===== config.mk =====
export PLATFORM = sky130hd
export DESIGN_NAME = iso8601_to_epoch_parser_unit
export DESIGN_NICKNAME = d
export VERILOG_FILES = /design/src/rtl/isoep_pkg.sv /design/src/rtl/iso8601_to_epoch_parser_unit.sv /design/src/rtl/isoep_front.sv /design/src/rtl/isoep_queue.sv /design/src/rtl/isoep_back.sv
export SDC_FILE = /design/constraint.sdc
export NUM_CORES = 2
export LEC_CHECK = 0
export BUFFER_PORTS_ARGS = -buffer_cell sky130_fd_sc_hd__buf_4
export CORE_MARGIN = 2
export CORE_UTILIZATION = 45
export DETAILED_ROUTE_END_ITERATION = 10
export MAX_ROUTING_LAYER = met4
export SLEW_MARGIN = 20
export SYNTH_ARGS = -nofsm -noshare
export SYNTH_HDL_FRONTEND = slang
export SYNTH_SLANG_ARGS = --single-unit

===== constraint.sdc =====
create_clock -name clk -period 8.55 [get_ports clk]
set_input_delay 1.71 -clock clk [delete_from_list [all_inputs] [get_ports clk]]
set_output_delay 1.71 -clock clk [all_outputs]
set_load 0.05 [all_outputs]

===== src/rtl/isoep_pkg.sv =====
// isoep_pkg: shared types and sizes for the ISO 8601 timestamp to epoch parser.
// Used by isoep_front, isoep_queue, isoep_back and the top level.
// No dependencies.
package isoep_pkg;

  localparam int YEAR_W          = 14;
  localparam int FIELD_W         = 7;
  localparam int EPOCH_W         = 39;
  localparam int DEF_QUEUE_DEPTH = 2;

  // One parsed string, handed from the character parser to the arithmetic back end.
  typedef struct packed {
    logic               good;
    logic [YEAR_W-1:0]  year;
    logic [FIELD_W-1:0] month;
    logic [FIELD_W-1:0] day;
    logic [FIELD_W-1:0] hour;
    logic [FIELD_W-1:0] minute;
    logic [FIELD_W-1:0] second;
    logic               off_neg;
    logic [FIELD_W-1:0] off_hours;
    logic [FIELD_W-1:0] off_minutes;
  } isoep_rec_t;

  typedef struct packed {
    logic       valid;
    isoep_rec_t rec;
  } isoep_push_t;

endpackage


===== src/rtl/iso8601_to_epoch_parser_unit.sv =====
// ISO 8601 timestamp to UTC epoch: one ASCII character per beat, result on terminator.
// Throughput: one character per cycle while the record queue is not full; the arithmetic
// back end pops one string at a time and runs its seven-step days-from-civil sequencer.
// The result beat is registered at the end of the final step, which waits while it is stalled.
// The record queue (QUEUE_DEPTH entries) stalls input only when it is full.
// Reset (rst, synchronous): parser back to the start of a string, queue empty, no result.
module iso8601_to_epoch_parser_unit #(
  parameter int QUEUE_DEPTH = isoep_pkg::DEF_QUEUE_DEPTH
) (
  input  logic                                 clk,
  input  logic                                 rst,
  input  logic                                 char_valid,
  output logic                                 char_stall,
  input  logic [7:0]                           ch,
  input  logic                                 is_end,
  output logic                                 res_valid,
  input  logic                                 res_stall,
  output logic signed [isoep_pkg::EPOCH_W-1:0] epoch_seconds,
  output logic                                 valid_res
);

  isoep_pkg::isoep_push_t push;
  isoep_pkg::isoep_rec_t  head;
  logic                   queue_full;
  logic                   queue_nonempty;
  logic                   pop;

  isoep_front u_front (
    .clk        (clk),
    .rst        (rst),
    .char_valid (char_valid),
    .char_stall (char_stall),
    .ch         (ch),
    .is_end     (is_end),
    .queue_full (queue_full),
    .push       (push)
  );

  isoep_queue #(
    .DEPTH (QUEUE_DEPTH)
  ) u_queue (
    .clk      (clk),
    .rst      (rst),
    .push     (push),
    .full     (queue_full),
    .nonempty (queue_nonempty),
    .head     (head),
    .pop      (pop)
  );

  isoep_back u_back (
    .clk           (clk),
    .rst           (rst),
    .rec_valid     (queue_nonempty),
    .rec           (head),
    .pop           (pop),
    .res_valid     (res_valid),
    .res_stall     (res_stall),
    .epoch_seconds (epoch_seconds),
    .valid_res     (valid_res)
  );

endmodule


===== src/rtl/isoep_front.sv =====
// isoep_front: character-by-character parser of YYYY-MM-DDTHH:MM:SS[.f][Z|+-HH:MM].
// Pushes one parsed record into the queue per terminator beat.
// Depends on isoep_pkg.
module isoep_front (
  input  logic                clk,
  input  logic                rst,
  input  logic                char_valid,
  output logic                char_stall,
  input  logic [7:0]          ch,
  input  logic                is_end,
  input  logic                queue_full,
  output isoep_pkg::isoep_push_t push
);

  typedef enum logic [2:0] {
    PH_MAIN,
    PH_AFTER_SEC,
    PH_FRAC,
    PH_OFF_H,
    PH_OFF_M,
    PH_DONE
  } phase_t;

  localparam logic [7:0] CH_ZERO  = 8'h30;
  localparam logic [7:0] CH_NINE  = 8'h39;
  localparam logic [7:0] CH_DASH  = 8'h2D;
  localparam logic [7:0] CH_PLUS  = 8'h2B;
  localparam logic [7:0] CH_COLON = 8'h3A;
  localparam logic [7:0] CH_DOT   = 8'h2E;
  localparam logic [7:0] CH_T     = 8'h54;
  localparam logic [7:0] CH_Z     = 8'h5A;
  localparam logic [4:0] POS_LAST = 5'd18;
  localparam logic [4:0] POS_END  = 5'd19;

  function automatic logic [isoep_pkg::FIELD_W-1:0] mac7(
    input logic [isoep_pkg::FIELD_W-1:0] a,
    input logic [3:0] d
  );
    logic [isoep_pkg::FIELD_W+2:0] t;
    t = {a, 3'b000} + {2'b00, a, 1'b0} + (isoep_pkg::FIELD_W+3)'(d);
    return t[isoep_pkg::FIELD_W-1:0];
  endfunction

  phase_t                        phase, phase_next;
  logic [4:0]                    char_position, char_position_next;
  logic [isoep_pkg::YEAR_W-1:0]  year_acc, year_acc_next;
  logic [isoep_pkg::FIELD_W-1:0] month_acc, month_acc_next;
  logic [isoep_pkg::FIELD_W-1:0] day_acc, day_acc_next;
  logic [isoep_pkg::FIELD_W-1:0] hour_acc, hour_acc_next;
  logic [isoep_pkg::FIELD_W-1:0] minute_acc, minute_acc_next;
  logic [isoep_pkg::FIELD_W-1:0] second_acc, second_acc_next;
  logic                          offset_negative, offset_negative_next;
  logic [isoep_pkg::FIELD_W-1:0] offset_hours, offset_hours_next;
  logic [isoep_pkg::FIELD_W-1:0] offset_minutes, offset_minutes_next;
  logic [1:0]                    offset_digit_count, offset_digit_count_next;
  logic                          format_error, format_error_next;

  logic       accept;
  logic       digit;
  logic [3:0] dval;
  logic       main_ok;
  logic       sign_char;

  assign char_stall = queue_full;
  assign accept     = char_valid && !queue_full;
  assign digit      = (ch >= CH_ZERO) && (ch <= CH_NINE);
  assign dval       = ch[3:0];
  assign sign_char  = (ch == CH_PLUS) || (ch == CH_DASH);

  always_comb begin
    push.valid           = accept && is_end;
    push.rec.good        = !format_error && (phase != PH_MAIN);
    push.rec.year        = year_acc;
    push.rec.month       = month_acc;
    push.rec.day         = day_acc;
    push.rec.hour        = hour_acc;
    push.rec.minute      = minute_acc;
    push.rec.second      = second_acc;
    push.rec.off_neg     = offset_negative;
    push.rec.off_hours   = offset_hours;
    push.rec.off_minutes = offset_minutes;
  end

  always_comb begin
    phase_next              = phase;
    char_position_next      = char_position;
    year_acc_next           = year_acc;
    month_acc_next          = month_acc;
    day_acc_next            = day_acc;
    hour_acc_next           = hour_acc;
    minute_acc_next         = minute_acc;
    second_acc_next         = second_acc;
    offset_negative_next    = offset_negative;
    offset_hours_next       = offset_hours;
    offset_minutes_next     = offset_minutes;
    offset_digit_count_next = offset_digit_count;
    format_error_next       = format_error;
    main_ok                 = 1'b0;

    if (accept && is_end) begin
      phase_next              = PH_MAIN;
      char_position_next      = '0;
      year_acc_next           = '0;
      month_acc_next          = '0;
      day_acc_next            = '0;
      hour_acc_next           = '0;
      minute_acc_next         = '0;
      second_acc_next         = '0;
      offset_negative_next    = 1'b0;
      offset_hours_next       = '0;
      offset_minutes_next     = '0;
      offset_digit_count_next = '0;
      format_error_next       = 1'b0;
    end else if (accept && !format_error) begin
      case (phase)
        PH_MAIN: begin
          if (char_position == 5'd4 || char_position == 5'd7) begin
            main_ok = (ch == CH_DASH);
          end else if (char_position == 5'd10) begin
            main_ok = (ch == CH_T);
          end else if (char_position == 5'd13 || char_position == 5'd16) begin
            main_ok = (ch == CH_COLON);
          end else begin
            main_ok = digit;
            if (digit) begin
              if (char_position <= 5'd3) begin
                year_acc_next = isoep_pkg::YEAR_W'({year_acc, 3'b000}
                                + {2'b00, year_acc, 1'b0}
                                + (isoep_pkg::YEAR_W+3)'(dval));
              end else if (char_position <= 5'd6) begin
                month_acc_next = mac7(month_acc, dval);
              end else if (char_position <= 5'd9) begin
                day_acc_next = mac7(day_acc, dval);
              end else if (char_position <= 5'd12) begin
                hour_acc_next = mac7(hour_acc, dval);
              end else if (char_position <= 5'd15) begin
                minute_acc_next = mac7(minute_acc, dval);
              end else begin
                second_acc_next = mac7(second_acc, dval);
              end
            end
          end
          if (!main_ok) begin
            format_error_next = 1'b1;
          end else if (char_position >= POS_LAST) begin
            char_position_next = POS_END;
            phase_next         = PH_AFTER_SEC;
          end else begin
            char_position_next = char_position + 5'd1;
          end
        end
        PH_AFTER_SEC, PH_FRAC: begin
          if (ch == CH_Z) begin
            phase_next = PH_DONE;
          end else if (sign_char) begin
            offset_negative_next    = (ch == CH_DASH);
            offset_hours_next       = '0;
            offset_minutes_next     = '0;
            offset_digit_count_next = '0;
            phase_next              = PH_OFF_H;
          end else if (phase == PH_AFTER_SEC) begin
            if (ch == CH_DOT) begin
              phase_next = PH_FRAC;
            end else begin
              format_error_next = 1'b1;
            end
          end
        end
        PH_OFF_H: begin
          if (digit && offset_digit_count < 2'd2) begin
            offset_hours_next       = mac7(offset_hours, dval);
            offset_digit_count_next = offset_digit_count + 2'd1;
          end else if (ch == CH_COLON && offset_digit_count != 2'd0) begin
            offset_digit_count_next = '0;
            phase_next              = PH_OFF_M;
          end else begin
            phase_next = PH_DONE;
          end
        end
        PH_OFF_M: begin
          if (digit && offset_digit_count < 2'd2) begin
            offset_minutes_next     = mac7(offset_minutes, dval);
            offset_digit_count_next = offset_digit_count + 2'd1;
          end else begin
            phase_next = PH_DONE;
          end
        end
        default: begin
          phase_next = phase;
        end
      endcase
    end
  end

  always_ff @(posedge clk) begin
    if (rst) begin
      phase              <= PH_MAIN;
      char_position      <= '0;
      year_acc           <= '0;
      month_acc          <= '0;
      day_acc            <= '0;
      hour_acc           <= '0;
      minute_acc         <= '0;
      second_acc         <= '0;
      offset_negative    <= 1'b0;
      offset_hours       <= '0;
      offset_minutes     <= '0;
      offset_digit_count <= '0;
      format_error       <= 1'b0;
    end else begin
      phase              <= phase_next;
      char_position      <= char_position_next;
      year_acc           <= year_acc_next;
      month_acc          <= month_acc_next;
      day_acc            <= day_acc_next;
      hour_acc           <= hour_acc_next;
      minute_acc         <= minute_acc_next;
      second_acc         <= second_acc_next;
      offset_negative    <= offset_negative_next;
      offset_hours       <= offset_hours_next;
      offset_minutes     <= offset_minutes_next;
      offset_digit_count <= offset_digit_count_next;
      format_error       <= format_error_next;
    end
  end

  a_pos_range: assert property (@(posedge clk) disable iff (rst)
    char_position <= POS_END)
    else $error("char position past end of main fields");

  a_suffix_after_fields: assert property (@(posedge clk) disable iff (rst)
    (phase != PH_MAIN) |-> (char_position == POS_END))
    else $error("suffix phase entered before all main fields");

endmodule


===== src/rtl/isoep_queue.sv =====
// isoep_queue: short record queue between the parser front and the arithmetic back end.
// Depends on isoep_pkg.
module isoep_queue #(
  parameter int DEPTH = isoep_pkg::DEF_QUEUE_DEPTH
) (
  input  logic                     clk,
  input  logic                     rst,
  input  isoep_pkg::isoep_push_t   push,
  output logic                     full,
  output logic                     nonempty,
  output isoep_pkg::isoep_rec_t    head,
  input  logic                     pop
);

  localparam int PTR_W = $clog2(DEPTH);
  localparam int CNT_W = $clog2(DEPTH + 1);
  localparam logic [PTR_W-1:0] PTR_LAST = PTR_W'(DEPTH - 1);
  localparam logic [CNT_W-1:0] CNT_FULL = CNT_W'(DEPTH);

  isoep_pkg::isoep_rec_t entries [DEPTH];
  logic [PTR_W-1:0] wr_ptr;
  logic [PTR_W-1:0] rd_ptr;
  logic [CNT_W-1:0] count;

  assign full     = (count == CNT_FULL);
  assign nonempty = (count != '0);
  assign head     = entries[rd_ptr];

  always_ff @(posedge clk) begin
    if (push.valid) begin
      entries[wr_ptr] <= push.rec;
    end
  end

  always_ff @(posedge clk) begin
    if (rst) begin
      wr_ptr <= '0;
      rd_ptr <= '0;
      count  <= '0;
    end else begin
      if (push.valid) begin
        wr_ptr <= (wr_ptr == PTR_LAST) ? '0 : wr_ptr + PTR_W'(1);
      end
      if (pop) begin
        rd_ptr <= (rd_ptr == PTR_LAST) ? '0 : rd_ptr + PTR_W'(1);
      end
      case ({push.valid, pop})
        2'b10:   count <= count + CNT_W'(1);
        2'b01:   count <= count - CNT_W'(1);
        default: count <= count;
      endcase
    end
  end

  a_no_overflow: assert property (@(posedge clk) disable iff (rst)
    push.valid |-> !full)
    else $error("record pushed into full queue");

  a_no_underflow: assert property (@(posedge clk) disable iff (rst)
    pop |-> nonempty)
    else $error("record popped from empty queue");

endmodule


===== src/rtl/isoep_back.sv =====
// isoep_back: days-from-civil arithmetic sequencer, one record at a time,
// with a registered result beat. Depends on isoep_pkg.
module isoep_back (
  input  logic                               clk,
  input  logic                               rst,
  input  logic                               rec_valid,
  input  isoep_pkg::isoep_rec_t              rec,
  output logic                               pop,
  output logic                               res_valid,
  input  logic                               res_stall,
  output logic signed [isoep_pkg::EPOCH_W-1:0] epoch_seconds,
  output logic                               valid_res
);

  localparam int FW = isoep_pkg::FIELD_W;
  localparam int YW = isoep_pkg::YEAR_W;

  localparam logic [10:0] ERA_RECIP  = 11'd1311;   // 2^15/25, applied to year/16
  localparam logic [13:0] FIFTH      = 14'd13108;  // 2^16/5
  localparam logic [7:0]  MP_MULT    = 8'd153;
  localparam logic [13:0] ERA_YEARS  = 14'd400;
  localparam logic [8:0]  LAST_YOE   = 9'd399;
  localparam logic signed [23:0] DAYS_PER_ERA = 24'sd146097;
  localparam logic signed [23:0] EPOCH_SHIFT  = 24'sd719468;
  localparam logic signed [40:0] SECS_PER_DAY = 41'sd86400;
  localparam logic [18:0] SECS_PER_HOUR = 19'd3600;
  localparam logic [18:0] SECS_PER_MIN  = 19'd60;

  typedef enum logic [2:0] {
    ST_IDLE,
    ST_DIV,
    ST_ERA,
    ST_YOE,
    ST_DOE,
    ST_DAYS,
    ST_SECS,
    ST_SUM
  } state_t;

  state_t state;

  // operand and partial-result registers
  logic                good;
  logic                yneg;
  logic [YW-1:0]       y;
  logic [FW-1:0]       mp;
  logic [FW-1:0]       day;
  logic [FW-1:0]       hour;
  logic [FW-1:0]       minute;
  logic [FW-1:0]       second;
  logic                off_neg;
  logic [FW-1:0]       off_hours;
  logic [FW-1:0]       off_minutes;
  logic [20:0]         q_prod;
  logic [14:0]         doy_num;
  logic [18:0]         tod;
  logic signed [19:0]  soff;
  logic signed [6:0]   era;
  logic [28:0]         doy_prod;
  logic [8:0]          yoe;
  logic signed [12:0]  doy;
  logic signed [18:0]  doe;
  logic signed [23:0]  days;
  logic signed [40:0]  day_secs;

  logic                dec;
  logic [YW-1:0]       y_c;
  logic [FW-1:0]       mp_c;
  logic [20:0]         q_prod_c;
  logic [14:0]         doy_num_c;
  logic [18:0]         tod_c;
  logic [18:0]         off_c;
  logic signed [19:0]  soff_c;
  logic signed [6:0]   era_c;
  logic [28:0]         doy_prod_c;
  logic [8:0]          yoe_c;
  logic signed [12:0]  doy_c;
  logic [1:0]          cent_c;
  logic signed [18:0]  doe_c;
  logic signed [23:0]  days_c;
  logic signed [40:0]  day_secs_c;
  logic signed [40:0]  sum_c;
  logic                out_free;

  assign pop      = (state == ST_IDLE) && rec_valid;
  assign out_free = !res_valid || !res_stall;

  always_comb begin
    dec        = (rec.month <= FW'(2));
    y_c        = rec.year - YW'(dec);
    mp_c       = dec ? rec.month + FW'(9) : rec.month - FW'(3);

    q_prod_c   = 21'(y[YW-1:4]) * 21'(ERA_RECIP);
    doy_num_c  = 15'(mp) * 15'(MP_MULT) + 15'd2;
    tod_c      = 19'(hour) * SECS_PER_HOUR + 19'(minute) * SECS_PER_MIN + 19'(second);
    off_c      = 19'(off_hours) * SECS_PER_HOUR + 19'(off_minutes) * SECS_PER_MIN;
    soff_c     = off_neg ? -$signed({1'b0, off_c}) : $signed({1'b0, off_c});

    era_c      = yneg ? -7'sd1 : $signed({1'b0, q_prod[20:15]});
    doy_prod_c = 29'(doy_num) * 29'(FIFTH);

    yoe_c      = yneg ? LAST_YOE : 9'(y - 14'(14'(era[5:0]) * ERA_YEARS));
    doy_c      = $signed({1'b0, doy_prod[27:16]}) + $signed({6'b000000, day}) - 13'sd1;

    cent_c     = 2'(yoe >= 9'd100) + 2'(yoe >= 9'd200) + 2'(yoe >= 9'd300);
    doe_c      = $signed(19'(yoe) * 19'd365) + $signed(19'(yoe[8:2]))
                 - $signed(19'(cent_c)) + 19'(doy);

    days_c     = 24'(era) * DAYS_PER_ERA + 24'(doe) - EPOCH_SHIFT;
    day_secs_c = 41'(days) * SECS_PER_DAY;
    sum_c      = day_secs + $signed({22'd0, tod}) - 41'(soff);
  end

  always_ff @(posedge clk) begin
    if (rst) begin
      state     <= ST_IDLE;
      res_valid <= 1'b0;
    end else begin
      if (state == ST_SUM && out_free) begin
        res_valid <= 1'b1;
      end else if (res_valid && !res_stall) begin
        res_valid <= 1'b0;
      end
      case (state)
        ST_IDLE: begin
          if (rec_valid) begin
            good        <= rec.good;
            yneg        <= dec && (rec.year == '0);
            y           <= y_c;
            mp          <= mp_c;
            day         <= rec.day;
            hour        <= rec.hour;
            minute      <= rec.minute;
            second      <= rec.second;
            off_neg     <= rec.off_neg;
            off_hours   <= rec.off_hours;
            off_minutes <= rec.off_minutes;
            state       <= ST_DIV;
          end
        end
        ST_DIV: begin
          q_prod  <= q_prod_c;
          doy_num <= doy_num_c;
          tod     <= tod_c;
          soff    <= soff_c;
          state   <= ST_ERA;
        end
        ST_ERA: begin
          era      <= era_c;
          doy_prod <= doy_prod_c;
          state    <= ST_YOE;
        end
        ST_YOE: begin
          yoe   <= yoe_c;
          doy   <= doy_c;
          state <= ST_DOE;
        end
        ST_DOE: begin
          doe   <= doe_c;
          state <= ST_DAYS;
        end
        ST_DAYS: begin
          days  <= days_c;
          state <= ST_SECS;
        end
        ST_SECS: begin
          day_secs <= day_secs_c;
          state    <= ST_SUM;
        end
        ST_SUM: begin
          if (out_free) begin
            valid_res     <= good;
            epoch_seconds <= good ? sum_c[isoep_pkg::EPOCH_W-1:0] : '0;
            state         <= ST_IDLE;
          end
        end
        default: begin
          state <= ST_IDLE;
        end
      endcase
    end
  end

  a_fail_is_zero: assert property (@(posedge clk) disable iff (rst)
    (res_valid && !valid_res) |-> (epoch_seconds == '0))
    else $error("failed parse delivered a nonzero epoch");

  a_hold_on_stall: assert property (@(posedge clk) disable iff (rst)
    (state == ST_SUM && res_valid && res_stall) |=> (state == ST_SUM))
    else $error("sequencer left final step while result beat was stalled");

endmodule

[Yosys cells after proc, flatten, opt, wreduce, memory -nomap -nowiden]
Memories as Yosys holds them, arrays and structs flattened. A register that Yosys moved wholly into a read port is not among the register bits.
Cells that the tools add are included.
Cells by class
  magnitude comparators: 13
  equal/unequal tests: 42
  bitwise logic cells: 10
  multiply operators: 11
  add/subtract/negate cells: 42
  shift-type cells: 0
  multiplexer cells: 50
  reductions and logical operators: 56
  divide/modulo/power cells: 0
Operator list (count)
  adder 19 x 13 -> 19 bit: 3
  adder 7 x 4 -> 7 bit: 7
  adder 7 bit: 7
  multiplier 7 x 8 -> 15 bit, second input constant: 3
  two-way mux 7 bit: 6
  adder 39 x 20 -> 39 bit: 1
  subtractor 39 x 20 -> 39 bit: 1
  equality test 8 x 6 -> 1 bit, second input constant: 4
  multiplier 24 x 11 -> 32 bit, second input constant: 1
  two-way mux 3 bit: 10
  case mux 7 bit (2 select lines): 2
  multiplier 15 x 12 -> 26 bit, second input constant: 1
  adder 24 x 19 -> 24 bit: 1
  multiplier 7 x 19 -> 24 bit, second input constant: 1
  case mux 3 bit (8 select lines): 1
  subtractor 24 x 21 -> 24 bit, second input constant: 1
  multiplier 7 x 4 -> 11 bit, second input constant: 2
  AND reduction 11 bit: 2
  multiplier 10 x 11 -> 21 bit, second input constant: 1
  two-way mux 1 bit: 20
  negator 19 -> 20 bit: 1
  adder 18 x 7 -> 19 bit: 1
  adder 19 x 7 -> 19 bit: 1
  two-way mux 19 bit: 1
  67 further kinds: 145
Storage, ports and cells
  ROM bits: 0
  memories: 1
  output and inout bits: 42
  logic and storage cells: 269
  bits of input ports: 13
  bits in latches: 0
  bits in registers: 394
  RAM bits: 130
Memory list
  u_queue.entries: depth 2, bits a word 65, read ports 1, clocked after memory_dff 1, wr ports 1, line isoep_queue.sv:20  | isoep_pkg::isoep_rec_t entries [DEPTH];

[Logic depth before layout (Yosys ltp)]
  word-level depth: 10
  gate-level depth with buffers: 27

[Modules after synthesis]
From an unflattened synthesis, not the netlist that was laid out.
Unflattened totals
  cell total of the unflattened synthesis: 3866
  area, all modules: 42872.4 um2
By module, submodules not included
  isoep_back: times used 1, cells an instance 3018, area an instance 32354.8 um2
  isoep_front: times used 1, cells an instance 624, area an instance 5626.6 um2
  isoep_queue: times used 1, cells an instance 224, area an instance 4890.9 um2

[Worst setup path before layout]
OpenSTA, ideal clock, no wires.
  path type: register -> register
  from: register u_back.yoe[4]
  to: register u_back.doe[17] (data pin)
  path slack: 2827 ps
  data required time: 8292 ps
  cell stages (with the launch flop): 24
  period minus slack after synthesis: 5723 ps
  library setup time: 258 ps
  arrival time: 5465 ps
  cells stage by stage: edfxtp_1 -> inv_1 -> ha_1 -> a21oi_1 -> o21ai_0 -> a221o_1 -> fa_1 -> inv_1 -> ha_1 -> inv_1 -> ha_1 -> fa_1 -> fa_1 -> inv_1 -> ha_1 -> a21o_1 -> a21oi_1 -> o21bai_1 -> o311ai_0 -> nand3_1 -> o41ai_1 -> o2111ai_1 -> a21oi_1 -> xnor2_1
Between the ends
  word-level cells in the longest chain between the ends: 5
  elaborated cells on any way between the ends: 9
Ends and longest elaborated chain
  start, declared: line isoep_back.sv:60  | logic [8:0] yoe;
  start signal, assigned: line isoep_back.sv:154  | yoe <= yoe_c;
  parallel branches: the longest is 3 deep, another holds adder 18 x 7 -> 19 bit
  subtractor 19 x 3 -> 19 bit (*): line isoep_back.sv:107  | - $signed(19'(cent_c)) + 19'(doy);
  adder 19 x 13 -> 19 bit (*): line isoep_back.sv:107
  via u_back.doe_c[17]: line isoep_back.sv:79  | logic signed [18:0] doe_c;
  end signal, assigned: line isoep_back.sv:159  | doe <= doe_c;
  end, declared: line isoep_back.sv:62  | logic signed [18:0] doe;
Mark *: on every way through the listed nets, which the timed path passes.
A chain may end at the register's enable or synchronous reset.

[Final worst setup path]
Same ends and word-level chain as after synthesis.

==> results.md <==
* Resized cells post-CTS at 0
* Net Count, Synth at just under 5000
* Die area at about 97000 um2
* Final period utilization at 0.7402
* Vias per inst at ~4.9
* Tot GR Track Use at 0.1703
* Largest net degree at the start of global routing at a little under 80
* Routability cong. at ~0.86
* Hold path start: u_back.second[0]$_DFFE_PP_
* First drt pass iteration count at 5
* H-tree levels at 2
* CP max-delay cell: fa_1
* Top Metal Used: met4
* Nets at between 5000 and 6000
* DRC at 0
* Worst reg2reg path startpoint: u_back.yoe[4]$_SDFFCE_PP0P_
* Slew @ Worst Pin at 1.068 ns
* Req. time, crit path at approximately 9.0 ns
* Hold crit path type: flop to flop
* CTS hold repair buffers at 0
* Initial antenna violation count at 1
* Mapped Area at ~43000 um2
* CP Buf/Inv Count at 4
* CTS tree: yes
* Post-Synthesis Cells at slightly below 4000
* Startpoint Class: flop
* Worst-path cell chain: inv_1 > ha_1 > a21oi_1 > o21ai_0 > a221o_1 > fa_1 > inv_1 > ha_1 > inv_1 > ha_1 > fa_1 > fa_1 > inv_1 > ha_1 > a21o_1 > a21oi_1 > o21bai_1 > o311ai_0 > nand3_1 > o41ai_1 > o2111ai_1 > a21oi_1 > xnor2_1
* 1st-iter DRT viols at between 1000 and 1500
* Endpoints failing hold at 0
* Post-route ant nets at 0
* Max Freq at between 0.15 and 0.2 GHz
* Post-Place Cell Area at 44610 um2
* RSZ-0062 raised after global routing: false
* Vias in the first global route at 26740
* Delay-heaviest family, CP: adder cells
* Clock Pin Slew Worst Setup and Hold Paths at around 0.060 ns
* Root buf cell: clkbuf_16
* Clk sinks at 494
* Met2 WL post-DR at roughly 36000 um
* Avg Cell Area, Syn at roughly 11 um2
* Yosys cell types at 77
* Starting Density at 0.4559
* IO buf count at 54
* Die width at between 300 and 400 um
* Sequential area share after synthesis at 0.3279
* Critical Path Max Stage Delay at between 0.6 and 0.7 ns
* Minimum clock period at 6.329 ns
* Fraction of layout cells with a size suffix above 1 at 0.06721
* CTS Buffer Depth at 3
* Yosys Warn Count at 0
* Setup-failing EPs final at 0
* Status: finished, final reports clean
* Routed met3 length at around 2600 um
* Headroom to the max-slew limit at 0.2860
* Die height at between 300 and 400 um
* CTS Buf Count at 59
* Final Instance Area at between 40000 and 50000 um2
* Synth async-reset ratio at 0
* GRT overflow at 0
* I/O Pins at 55
* Wl on met1 at around 37000 um
* Vias at 26050
* Fin cells at 5272
* Setup Buffers After CTS at 0
* Worst-path maximum fanout at 8
* Synthesized flop and latch total at ~490
* HPWL Detailed at ~61000 um
* Setup TNS at 0 ns
* Routed WL at between 70000 and 80000 um
* Clock skew at 0.03347 ns
* Global-route wire length before repair at roughly 130000 um
* Critical Path Start: u_back.yoe[4]$_SDFFCE_PP0P_
* Final Slew Violations at 0
* Clock latency at the later pin of the worst-skew pair at 0.65 ns
* Max cap viols at 0
* Critical Path Sink Type: flop
* Rows at 112
* Post-synth EDFFs at 410
* Wire per inst at ~15 um
* Critical path class: flop to flop
* Crit path DAT at around 6.7 ns
* Layout area overhead at 9.294%
* Core area at roughly 94000 um2
* Post-placement cell count at slightly above 5000
* Synth Flop Type: edfxtp_1
==> routing by layer <==
metal	vias to the layer above	GRT usage
met5	-	-
met4	0	0.03857
met3	102	0.02528
met2	266	0.2813
met1	12270	0.2218
li1	13410	-
==> metrics by stage <==
step           utilization  hold WS (ns)  worst slack [ns]
4_1_cts             0.4982        0.4321             2.238
6_report            0.4983        0.4337             2.221
5_1_grt             0.4983        0.4506             1.774
3_3_place_gp        0.4765        0.4012             2.317
2_1_floorplan            -        0.4003             2.827
3_5_place_dp        0.4765        0.4221             2.256
==> kinds of logic after synthesis <==
kind of cell / after synthesis / share of synthesized area
AOI/OAI and AO/OA: 569 / 0.08552
xor gates and xnor gates: 280 / 0.05746
adders and majority gates: 1063 / 0.3676
buffers and inverters: 732 / 0.06459
DFF: 494 / 0.3279
muxes: 93 / 0.02334
and+or+nand+nor: 652 / 0.07359
==> placed cells by master (no fill, tap or decap), types with 52 or more instances in the layout <==
master and n:
xnor2_1 196, nor2_1 214, a21o_1 82, o21ai_0 91
buf_4 67, dfxtp_1 83, nand2_1 135, edfxtp_1 410
inv_1 687, ha_1 745, clkbuf_16 59, mux2_2 52
a21oi_1 213, nand3_1 54, xor2_1 84, fa_1 318
==> layout make-up <==
| class | count | area (um2) |
|---|---|---|
| Inverter | 687 | 2579 |
| Tap cell | 1254 | 1569 |
| Clock inverter | 43 | 446.7 |
| Multi-Input combinational cell | 2657 | 25960 |
| Antenna cell | 1 | 2.502 |
| Sequential cell | 494 | 14000 |
| Fill cell | 8445 | 46970 |
| Timing Repair Buffer | 67 | 503.0 |
| Clock buffer | 69 | 1584 |
==> cells in the mapped netlist (5+ instances only) <==
master / number / area share
nor2b_1: 26 / 0.0038
or2_2: 18 / 0.0026
and2_1: 23 / 0.0034
ha_1: 745 / 0.22
nand3b_1: 5 / 0.00088
xnor2_1: 196 / 0.040
nor3_1: 46 / 0.0054
buf_1: 8 / 0.00070
o21bai_1: 19 / 0.0033
nand4_1: 11 / 0.0016
mux2i_1: 41 / 0.0096
mux2_2: 52 / 0.014
o21a_1: 26 / 0.0046
a221oi_1: 5 / 0.0010
inv_1: 687 / 0.060
a211oi_1: 18 / 0.0032
nand2_1: 135 / 0.012
clkbuf_1: 30 / 0.0026
o211ai_1: 9 / 0.0016
a31oi_1: 18 / 0.0026
and3_1: 25 / 0.0037
or3_1: 19 / 0.0028
a31o_2: 6 / 0.0012
a21boi_0: 7 / 0.0012
a211o_1: 7 / 0.0014
nand2b_1: 45 / 0.0066
edfxtp_1: 410 / 0.29
nor2_1: 216 / 0.019
dfxtp_1: 84 / 0.039
a21oi_1: 213 / 0.025
nand3_1: 54 / 0.0063
xor2_1: 84 / 0.017
o41ai_1: 5 / 0.0010
fa_1: 318 / 0.15
o21ai_0: 91 / 0.011
a21o_1: 82 / 0.014
buf_2: 6 / 0.00070
o31ai_1: 11 / 0.0019
nor3b_1: 8 / 0.0014
==> state kept, by name, indices dropped and copies added (netlist names), 9 cells and up, named ones only <==
register	count
u_queue.entries	130
u_back.epoch_seconds	39
u_back.day_secs	32
u_back.days	24
u_back.doe	19
u_back.tod	19
u_back.soff	18
u_back.doy_num	15
u_back.y	14
u_front.year_acc	14
u_back.doy	13
u_back.doy_prod	12
u_back.yoe	9
==> path summary, 6_finish.rpt <==
check	depth (start not counted)	slack (ns)	end
setup reg to reg	23	2.22	u_back.doe[17]$_DFFE_PP_
hold reg to reg	0	0.43	u_back.tod[0]$_DFFE_PP_
setup / recovery	23	2.22	u_back.doe[17]$_DFFE_PP_
hold / removal	0	0.43	u_back.tod[0]$_DFFE_PP_
Power is not shown: default switching activity piles up to over one toggle a cycle in this logic, so the estimate is an artifact.
